===== config.mk =====
export PLATFORM = sky130hd
export DESIGN_NAME = fmpc_cell
export DESIGN_NICKNAME = d
export VERILOG_FILES = /design/src/fmpc_pkg.sv /design/src/fmpc_cell.sv
export SDC_FILE = /design/constraint.sdc
export NUM_CORES = 1
export LEC_CHECK = 0
export BUFFER_PORTS_ARGS = -buffer_cell sky130_fd_sc_hd__buf_2
export CORE_MARGIN = 5
export CORE_UTILIZATION = 51
export DETAILED_ROUTE_END_ITERATION = 10
export PLACE_DENSITY = 0.79
export SETUP_SLACK_MARGIN = 0.02
export SYNTH_ARGS = -nofsm -noshare
export SYNTH_HDL_FRONTEND = slang
export SYNTH_SLANG_ARGS = --single-unit

===== constraint.sdc =====
create_clock -name clk -period 28.8 [get_ports clk]
set_input_delay 4.32 -clock clk [delete_from_list [all_inputs] [get_ports clk]]
set_output_delay 4.32 -clock clk [all_outputs]
set_load 0.05 [all_outputs]

===== src/fmpc_pkg.sv =====
`timescale 1ns / 1ps

package fmpc_pkg;

  // Rule table depth; one chain cell per rule.
  localparam int RULE_COUNT = 64;
  // Cell number width: wide enough for the table and for the 6-bit rule index.
  localparam int ID_W = (RULE_COUNT > 64) ? $clog2(RULE_COUNT) : 6;

  localparam int IN_DATA_W  = 192;
  localparam int OUT_DATA_W = 16;

  localparam logic [7:0] PROTO_NUM_ICMP = 8'd1;
  localparam logic [7:0] PROTO_NUM_TCP  = 8'd6;
  localparam logic [7:0] PROTO_NUM_UDP  = 8'd17;

  typedef enum logic [0:0] {
    ACT_WRITE    = 1'b0,
    ACT_CLASSIFY = 1'b1
  } act_e;

  typedef struct packed {
    logic [31:0] src_addr;
    logic [31:0] src_mask;
    logic [31:0] dst_addr;
    logic [31:0] dst_mask;
    logic [7:0]  protocol;
    logic [15:0] src_port;
    logic [15:0] dst_port;
    logic [7:0]  icmp_kind;
    logic [7:0]  verdict;
  } rule_t;

  typedef struct packed {
    logic       hit;
    logic [7:0] verdict;
    logic [5:0] rule_number;
  } res_t;

  typedef struct packed {
    act_e       action;
    logic [5:0] rule_index;
    rule_t      rule;
    res_t       res;
  } item_t;

  // True when rule r accepts the packet key carried in k.
  function automatic logic rule_match(rule_t r, rule_t k);
    logic addr_ok;
    logic l4;
    logic port_ok;
    logic icmp_ok;
    addr_ok = ((r.src_mask & k.src_addr) == r.src_addr) &&
              ((r.dst_mask & k.dst_addr) == r.dst_addr);
    l4      = (k.protocol == PROTO_NUM_TCP) || (k.protocol == PROTO_NUM_UDP);
    port_ok = !l4 ||
              (((r.src_port == 16'd0) || (r.src_port == k.src_port)) &&
               ((r.dst_port == 16'd0) || (r.dst_port == k.dst_port)));
    icmp_ok = (k.protocol != PROTO_NUM_ICMP) ||
              (r.icmp_kind == 8'd0) || (r.icmp_kind == k.icmp_kind);
    return addr_ok &&
           ((r.protocol == 8'd0) || ((r.protocol == k.protocol) && port_ok && icmp_ok));
  endfunction

endpackage


===== src/fmpc_cell.sv =====
`timescale 1ns / 1ps

module fmpc_cell (
  input  logic                     clk,
  input  logic                     rst_n,
  input  logic                     adv,
  input  logic [fmpc_pkg::ID_W-1:0] cell_id,
  input  logic                     up_valid,
  input  fmpc_pkg::item_t          up_item,
  output logic                     dn_valid,
  output fmpc_pkg::item_t          dn_item
);
  import fmpc_pkg::*;

  rule_t rule_r;
  logic  rule_valid_r;
  logic  stage_valid_r;
  item_t stage_r;
  item_t stage_nxt;
  rule_t rule_eff;
  logic  wr_hit;
  logic  key_hit;

  always_comb begin
    // an unwritten slot is the all-zero rule
    rule_eff = rule_valid_r ? rule_r : '0;
    wr_hit   = up_valid && (up_item.action == ACT_WRITE) &&
               (ID_W'(up_item.rule_index) == cell_id);
    key_hit  = up_valid && (up_item.action == ACT_CLASSIFY) && !up_item.res.hit &&
               rule_match(rule_eff, up_item.rule);
    stage_nxt = up_item;
    if (key_hit) begin
      stage_nxt.res.hit         = 1'b1;
      stage_nxt.res.verdict     = rule_eff.verdict;
      stage_nxt.res.rule_number = cell_id[5:0];
    end
  end

  always_ff @(posedge clk) begin
    if (!rst_n) begin
      rule_valid_r  <= 1'b0;
      stage_valid_r <= 1'b0;
    end else if (adv) begin
      stage_valid_r <= up_valid;
      if (wr_hit) begin
        rule_valid_r <= 1'b1;
      end
    end
  end

  always_ff @(posedge clk) begin
    if (adv) begin
      stage_r <= stage_nxt;
      if (wr_hit) begin
        rule_r <= up_item.rule;
      end
    end
  end

  assign dn_valid = stage_valid_r;
  assign dn_item  = stage_r;

endmodule


### Yosys cells after proc, flatten, opt, wreduce, memory -nomap -nowiden

Cells that the tools add are included.
Widths: inputs -> output; s select.

* bits in registers: 392
* input port bits: 216
* output and inout port bits: 207
* logic and storage cells: 64

* equal/unequal tests: 10
* muxes and demuxes: 2
* bitwise operators: 3
* reduce and logical (&&, ||, !) cells: 24

Operators by type and width (count)
* $mux 184: 1
* $and 32x32->32: 2
* $eq 32x32->1: 2
* $eq 16x16->1: 2
* $logic_not 16->1: 2
* $eq 8x8->1: 2
* $logic_not 8->1: 2
* $mux 14: 1
* $logic_and 1x1->1: 10
* $eq 8x3->1 const B: 1
* $eq 8x5->1 const B: 1
* $ne 8x1->1 const B: 1
* $logic_or 1x1->1: 7
* $eq 6x6->1: 1
* $logic_not 1->1: 2
* $reduce_and 2->1: 1
* $not 1->1: 1

### Longest topological paths before layout

Gate-level depths: netlist of the first run.

* word-level depth: 11
* mapped depth: 10
* mapped depth without buffers: 8

### Least setup slack after synthesis of the first run

Ideal clock, no wire load.

* path kind: input-to-reg
* from: in up_item[205] (netlist bit)
* to: reg rule_r[0] (netlist bit) (enable)
* setup time: 1.183 ns
* arrival time: 22.020 ns
* data required time: 27.617 ns
* slack: 5.597 ns
* cell stages on the path: 1
* path buffers: 0
* path through: nor4_1

* cells in the longest elaborated chain, start to end: 4

RTL lines
* from (decl): RTL line fmpc_cell.sv:9 `input fmpc_pkg::item_t up_item,`
* $not 1->1: RTL line fmpc_cell.sv:27 `wr_hit = up_valid && (up_item.action == ACT_WRITE) &&`
* $logic_and 1x1->1 (2 in a row): RTL line fmpc_cell.sv:27
* $reduce_and 2->1 (no line)
* to (signal assigned): RTL line fmpc_cell.sv:55 `rule_r <= up_item.rule;`
* to (decl): RTL line fmpc_cell.sv:15 `rule_t rule_r;`

No other way between the ends.
A chain may end at the register's enable or synchronous reset.

==> results of run 1 <==
[sequential cells by signal, summed over array words and instances (netlist names)]
| signal | flops |
|---|---|
| dn_item | 206 |
| rule_r | 184 |
| dn_valid | 1 |
| rule_valid_r | 1 |
[layer usage]
layer / track usage / routed length, um / up-vias
met1: 0.239 / 11900 / 4171
met3: 0.0646 / 3400 / 57
met2: 0.363 / 17500 / 373
met5: 0 / 29 / -
li1: - / - / 3975
met4: 0.0525 / 680 / 8
[cells by family (layout without fill, tap and decap cells)]
group,count (synthesis),after routing,synth area share
AOI/OAI and AO/OA,75,75,0.0366
xor gates and xnor gates,94,94,0.0572
buffers and inverters,16,506,0.00704
DFF,392,392,0.817
muxes,16,16,0.0119
other,0,1,0
and+or+nand+nor,186,186,0.0707
[tightest hold or removal path, cell delays in order (launching register included)]
cell and delay [ns]:
dfxtp_1 0.32, mux2i_1 0.07, nor2b_1 0.09
[per-stage QoR]
step           area [sq um]  std cells
2_1_floorplan         14400        779
3_3_place_gp          17000       1577
3_5_place_dp          17000       1577
4_1_cts               18200       1647
5_1_grt               18200       1648
6_report              18200       1648
[synth_stat cells, types with 2 or more instances]
library cell | count | area share
nand4_1 | 28 | 0.012
buf_6 | 3 | 0.0023
o22ai_1 | 4 | 0.0017
clkbuf_1 | 2 | 0.00052
edfxtp_1 | 390 | 0.81
a31o_2 | 12 | 0.0073
and4_1 | 2 | 0.0012
a211o_1 | 2 | 0.0012
inv_1 | 8 | 0.0021
dfxtp_1 | 2 | 0.0028
nor4bb_1 | 6 | 0.0042
xor2_1 | 68 | 0.041
nor4_1 | 21 | 0.0091
xnor2_1 | 26 | 0.016
buf_4 | 2 | 0.0010
a211oi_1 | 2 | 0.0010
o21ai_0 | 24 | 0.0083
nand2_1 | 80 | 0.021
nand3_1 | 2 | 0.00070
mux2i_1 | 10 | 0.0070
mux2_2 | 5 | 0.0039
nor2_1 | 26 | 0.0068
nand3b_1 | 5 | 0.0026
and4bb_2 | 8 | 0.0070
and4bb_1 | 6 | 0.0052
a22oi_1 | 28 | 0.015
[area by class of cell]
cell class                 instances  share of cell area
sequential                       392               0.645
multi-input combinational        371               0.140
timing repair buffer             428               0.119
clock buffer                      52              0.0585
tap                              378              0.0259
clock inverter                    18              0.0109
inverter                           8             0.00165
antenna                            1            0.000137
[where the power goes]
| group | switching (mW) | internal [mW] | leakage [nW] |
|---|---|---|---|
| clock network | 0.202 | 0.297 | 0.609 |
| registers | 0.00657 | 0.655 | 3.69 |
| logic | 0.119 | 0.0330 | 2.54 |
[worst paths after layout]
check / end / slack, ns / depth (start not counted)
min: dn_valid$_SDFFE_PN0P_ / 0.52 / 2
min reg2reg: dn_valid$_SDFFE_PN0P_ / 0.52 / 2
max reg2reg: dn_item[1]$_DFFE_PP_ / 25.35 / 8
max: dn_item[1]$_DFFE_PP_ / 21.78 / 9
==> summary.md, run 1 <==
| Metric | Value |
|---|---|
| Remaining DRCs | `0` |
| DR pass1 iterations | `5` |
| Worst reg2reg path startpoint | `rule_r[81]$_DFFE_PP_` |
| CTS root buffer | `clkbuf_16` |
| Sequential element share of the synthesized area | `0.817` |
| Min-delay src | `dn_valid$_SDFFE_PN0P_` |
| Core area | `27,900 sq um` |
| All-Layer GR Usage | `0.203` |
| FP Rows | `61` |
| Final setup vio count | `0` |
| Vias | `8,584` |
| Clk sinks | `392` |
| Total congestion overflow | `0` |
| Peak supply drop | `0.0000626 V` |
| Initial antenna violation count | `6` |
| Dpl hpwl | `24.5 mm` |
| Worst-path clk slew | `0.06 ns` |
| Bufs on Longest Clock Path | `3` |
| Final ANT Viol Nets | `0` |
| Post-CTS setup buffers | `0` |
| Die X | `178 um` |
| CTS Hold Buffers Added | `0` |
| Crit path max fanout | `15` |
| Max stage delay on crit path | `0.73 ns` |
| Initial core utilization | `0.517` |
| Mapped Avg Cell Area | `18.5 sq um` |
| Die Span Y | `178 um` |
| Synth cell types | `33` |
| WP data required | `29.07 ns` |
| Worst skew pair latency | `0.52 ns` |
| PnR Total Power | `1.31 mW` |
| Num CTS Buffers | `40` |
| I/O Buffers | `422` |
| H-Tree Depth | `2` |
| Vias in the first global route | `9,002` |
| Drt wl/cell | `20.3 um` |
| # IOs | `423` |
| Hold WC Path Type | `flip-flop to flip-flop` |
| Fill count | `1,924` |
| Post-Syn Area | `14,400 sq um` |
| Clock skew | `0.0175 ns` |
| Slew Viols, Final | `0` |
| Fmax achieved | `143 MHz` |
| Min Hold Slack | `0.520 ns` |
| CP Launch Point | `up_item[128]` |
| Final setup margin | `21.78 ns` |
| Syn Inst Count | `779` |
| Synth Register Bits | `392` |
| Net count after synthesis | `995` |
| Multi-input gate area | `2540 sq um` |
| Max_cap viols | `0` |
| Fin Setup TNS | `0 ns` |
| Crit-path cells | `buf_2 -> nand2_1 -> xor2_1 -> nand4_1 -> nor4_1 -> nand4_1 -> a211o_1 -> a31oi_4 -> mux2_2` |
| Worst slew pin tran | `1.01 ns` |
| Status | `complete, no violations` |
| Total wire length | `33.5 mm` |
| DP Worst Slack | `21.16 ns` |
| DR vias/cell | `5.21` |
| Buffer and inverter count on the worst path | `1` |
| Fin. Hold Viols | `0` |
| Die area | `31,700 sq um` |
| GPL Wtd Cong | `0.779` |
| Worst slew margin | `0.325` |
| Nets | `1,457` |
| EDFF count, synth | `390` |
| Final core occ | `0.655` |
| CP Capture Type | `flip-flop` |
| Area Overhead vs Synth | `26.7%` |
| Largest net degree at the start of global routing | `80` |
| Fin crit share | `0.244` |
| Critical path class | `primary input to flip-flop` |
| Final Critical Period | `7.02 ns` |
| Cell mode on critical path | `nand4_1` |
| Share of cells above drive strength 1 | `0.403` |
| Post-CTS sizing | `0` |
| FFs w/ async S/R, synth | `0` |
| DR iter-0 viols | `540` |
| Slowest stage cell, crit path | `nor4_1` |
| FF+latch area | `11,800 sq um` |
| Nature of the critical path startpoint | `primary input` |
| CTS tree | `yes` |
| Worst Path Arrival | `7.28 ns` |
| Commonest non-fill, non-tap cell in the layout | `buf_2` |
| Most frequent cells in the layout | `buf_2 (421), edfxtp_1 (390), nand2_1 (80), xor2_1 (68), clkbuf_16 (41)` |
| CP delay by family, top | `simple AND/OR/NAND/NOR gates` |
| Ys Warns | `0` |
| First-pass GRT wire length | `49.3 mm` |
| PwrDens | `72.0 nW/um^2` |
| Pleak | `6.84 nW` |
| RSZ-0062 raised after global routing | `false` |
| Ys flop type | `edfxtp_1` |
No activity file was read; power rests on OpenSTA's default activity.
==> inputs of run 2 (changes only) <==
Settings changed: ABC_AREA set to 1, CORE_UTILIZATION 51 to 52, PLACE_DENSITY 0.79 to 0.8.
Clock period 28.8 ns to 7 ns, I/O delays scaled along.
==> summary.md, run 2 <==
| Metric | Value |
|---|---|
| Fin Setup TNS | `0 ns` |
| Drt wl/cell | `18.3 um` |
| Syn Inst Count | `1,132` |
| Synth cell types | `22` |
| Synth Register Bits | `392` |
| Crit-path cells | `buf_4 -> nand2_1 -> nand4_1 -> nand2_1 -> nor2_1 -> nand2_1 -> nor2_1 -> nand2_1 -> nor2_1 -> nand2_1 -> nor2_4 -> nand2_2 -> nand2_1 -> nand2_1` |
| DR pass1 iterations | `5` |
| Bufs on Longest Clock Path | `3` |
| WP data required | `7.27 ns` |
| Sequential element share of the synthesized area | `0.773` |
| Die X | `181 um` |
| Die Span Y | `181 um` |
| Initial core utilization | `0.528` |
| Clock skew | `0.0184 ns` |
| Die area | `32,700 sq um` |
| Nature of the critical path startpoint | `flip-flop` |
| DP Worst Slack | `3.34 ns` |
| Most numerous cell in the Yosys netlist | `edfxtp_1` |
| Fmax achieved | `271 MHz` |
| FP Rows | `62` |
| Max_cap viols | `0` |
| EDFF count, synth | `390` |
| FFs w/ async S/R, synth | `0` |
| Final ANT Viol Nets | `0` |
| Area leader, netlist | `edfxtp_1` |
| Hold WC Path Type | `flip-flop to flip-flop` |
| Placed cells | `1,912` |
| Final core occ | `0.657` |
| Total wire length | `36.2 mm` |
| Vias | `10,235` |
| Hold endpoint | `dn_valid$_SDFFE_PN0P_` |
| RSZ-0062 raised after global routing | `false` |
| DR iter-0 viols | `785` |
| Num CTS Buffers | `39` |
| Worst-path clk slew | `0.06 ns` |
| First-pass GRT wire length | `55.4 mm` |
| Synth top area share | `0.771` |
| Number of flip-flops under the largest register name | `206` |
| Post-CTS sizing | `0` |
| Peak supply drop | `0.000281 V` |
| CP Capture Type | `flip-flop` |
| PwrDens | `281 nW/um^2` |
| Largest net degree at the start of global routing | `186` |
| Min-delay src | `dn_valid$_SDFFE_PN0P_` |
| GPL Wtd Cong | `0.823` |
| Top cells by count, synth | `edfxtp_1 (390), nand2_1 (302), nand3_1 (124)` |
| All-Layer GR Usage | `0.213` |
| Worst slew pin tran | `1.11 ns` |
| # IOs | `423` |
| Worst reg2reg path startpoint | `rule_valid_r$_SDFFE_PN0P_` |
| Share of cells above drive strength 1 | `0.309` |
| Fill count | `2,016` |
| Dpl hpwl | `26.5 mm` |
| Worst hold stages | `2` |
| Commonest non-fill, non-tap cell in the layout | `buf_2` |
| Fin cells | `1,982` |
| Status | `complete, no violations` |
| Pleak | `7.85 nW` |
| Ranking of synthesized cells by area | `edfxtp_1 (77%), nand2_1 (7.5%), nand3_1 (4.1%)` |
| Most frequent cells in the layout | `buf_2 (421), edfxtp_1 (390), nand2_1 (302), nand3_1 (124), inv_1 (81)` |
| PnR Total Power | `5.31 mW` |
| Slowest stage cell, crit path | `buf_4` |
| Fin crit share | `0.527` |
| Mapped Avg Cell Area | `13.4 sq um` |
| Crit Reg-Reg Endpoint | `dn_item[3]$_DFFE_PP_` |
| I/O Buffers | `422` |
| H-Tree Depth | `2` |
| Vias in the first global route | `10,425` |
| Worst R2R Path Depth | `14` |
| Remaining DRCs | `0` |
| Max stage delay on crit path | `0.79 ns` |
| Core area | `28,800 sq um` |
| Worst slew margin | `0.261` |
| Initial antenna violation count | `3` |
| Nets | `1,785` |
| DR vias/cell | `5.16` |
| Ys flop type | `edfxtp_1` |
| Fin. Hold Viols | `0` |
| Crit path max fanout | `103` |
| Cell mode on critical path | `nand2_1` |
| CP delay by family, top | `simple AND/OR/NAND/NOR gates` |
| Clk sinks | `392` |
| Post-Syn Area | `15,200 sq um` |
| Slew Viols, Final | `0` |
| Final setup margin | `3.31 ns` |
| Final Critical Period | `3.69 ns` |
| Critical path class | `flip-flop to flip-flop` |
| Final setup vio count | `0` |
| Area Overhead vs Synth | `24.5%` |
| Ys Warns | `0` |
| Total congestion overflow | `0` |
| Worst skew pair latency | `0.52 ns` |
| CTS root buffer | `clkbuf_16` |
| CTS tree | `yes` |
| R2R Setup Slk | `3.31 ns` |
| Worst Path Arrival | `3.96 ns` |
| Post-CTS setup buffers | `0` |
| CTS Hold Buffers Added | `0` |
| Net count after synthesis | `1,348` |
| Buffer and inverter count on the worst path | `1` |
run 2: cell types whose count changed after synthesis, sizes merged, moves of 14 or more:
cell / change
xor2: -39
nor4: -21
nand4: +30
nor2: +49
nand3: +122
nand2: +224
inv: +73
a22oi: -28
o21ai: -25
buf: +26
xnor2: -18
and4bb: -14
run 2: worst max path at each step:
stage / from / end / slack, ns / cells past startpoint
floorplan: cell_id[4] / rule_r[0]$_DFFE_PP_ / -0.98 / 3
global placement: rule_valid_r$_SDFFE_PN0P_ / dn_item[6]$_DFFE_PP_ / 3.46 / 14
detailed placement: rule_valid_r$_SDFFE_PN0P_ / dn_item[11]$_DFFE_PP_ / 3.34 / 14
CTS: rule_valid_r$_SDFFE_PN0P_ / dn_item[11]$_DFFE_PP_ / 3.34 / 14
global route: rule_valid_r$_SDFFE_PN0P_ / dn_item[1]$_DFFE_PP_ / 2.83 / 14
finish: rule_valid_r$_SDFFE_PN0P_ / dn_item[3]$_DFFE_PP_ / 3.31 / 14
run 2: logic make-up (layout without fill, tap and decap cells):
group	after synthesis	after routing	synth area share
compound gates	8	8	0.00354
xor+xnor	37	37	0.0213
buf+inv	113	578	0.0331
flops	392	392	0.773
other cells	0	1	0
simple gates	582	582	0.169
run 2: layer usage:
layer / part of all wire / vias up / GRT usage
met5: 0.0013 / - / 0
met4: 0.032 / 6 / 0.0748
met3: 0.088 / 80 / 0.0627
met2: 0.50 / 427 / 0.372
met1: 0.38 / 4830 / 0.253
li1: - / 4892 / -
run 2: final cells by class:
class	count	area (sq um)	area share
flip-flops and latches	392	11800	0.621
diodes	1	2.50	0.000132
repair buffers	428	2180	0.115
inverters	81	304	0.0161
multi-input cells	627	2980	0.158
clock inverters	22	184	0.00972
clock buffers	47	1030	0.0543
well taps	384	480	0.0254
run 2: per-stage QoR:
step / hold WS (ns) / area [sq um]
after floorplan: 0.604 / 15200
after global placement: 0.447 / 17700
after detailed placement: 0.465 / 17700
after CTS: 0.475 / 18900
after global routing: 0.500 / 18900
final: 0.475 / 18900
run 2: power breakdown:
| part | internal [mW] | switching (mW) | leakage (nW) |
|---|---|---|---|
| clock network | 1.13 | 0.843 | 0.586 |
| logic | 0.126 | 0.492 | 3.57 |
| registers | 2.69 | 0.0258 | 3.69 |
run 2: worst register-to-register path, cell delays in order, from the launching register on:
cell and delay (ns):
dfxtp_4 0.63, buf_4 0.79, nand2_1 0.22, nand4_1 0.12, nand2_1 0.09, nor2_1 0.10
nand2_1 0.12, nor2_1 0.26, nand2_1 0.09, nor2_1 0.11, nand2_1 0.12, nor2_4 0.31
nand2_2 0.27, nand2_1 0.13, nand2_1 0.06
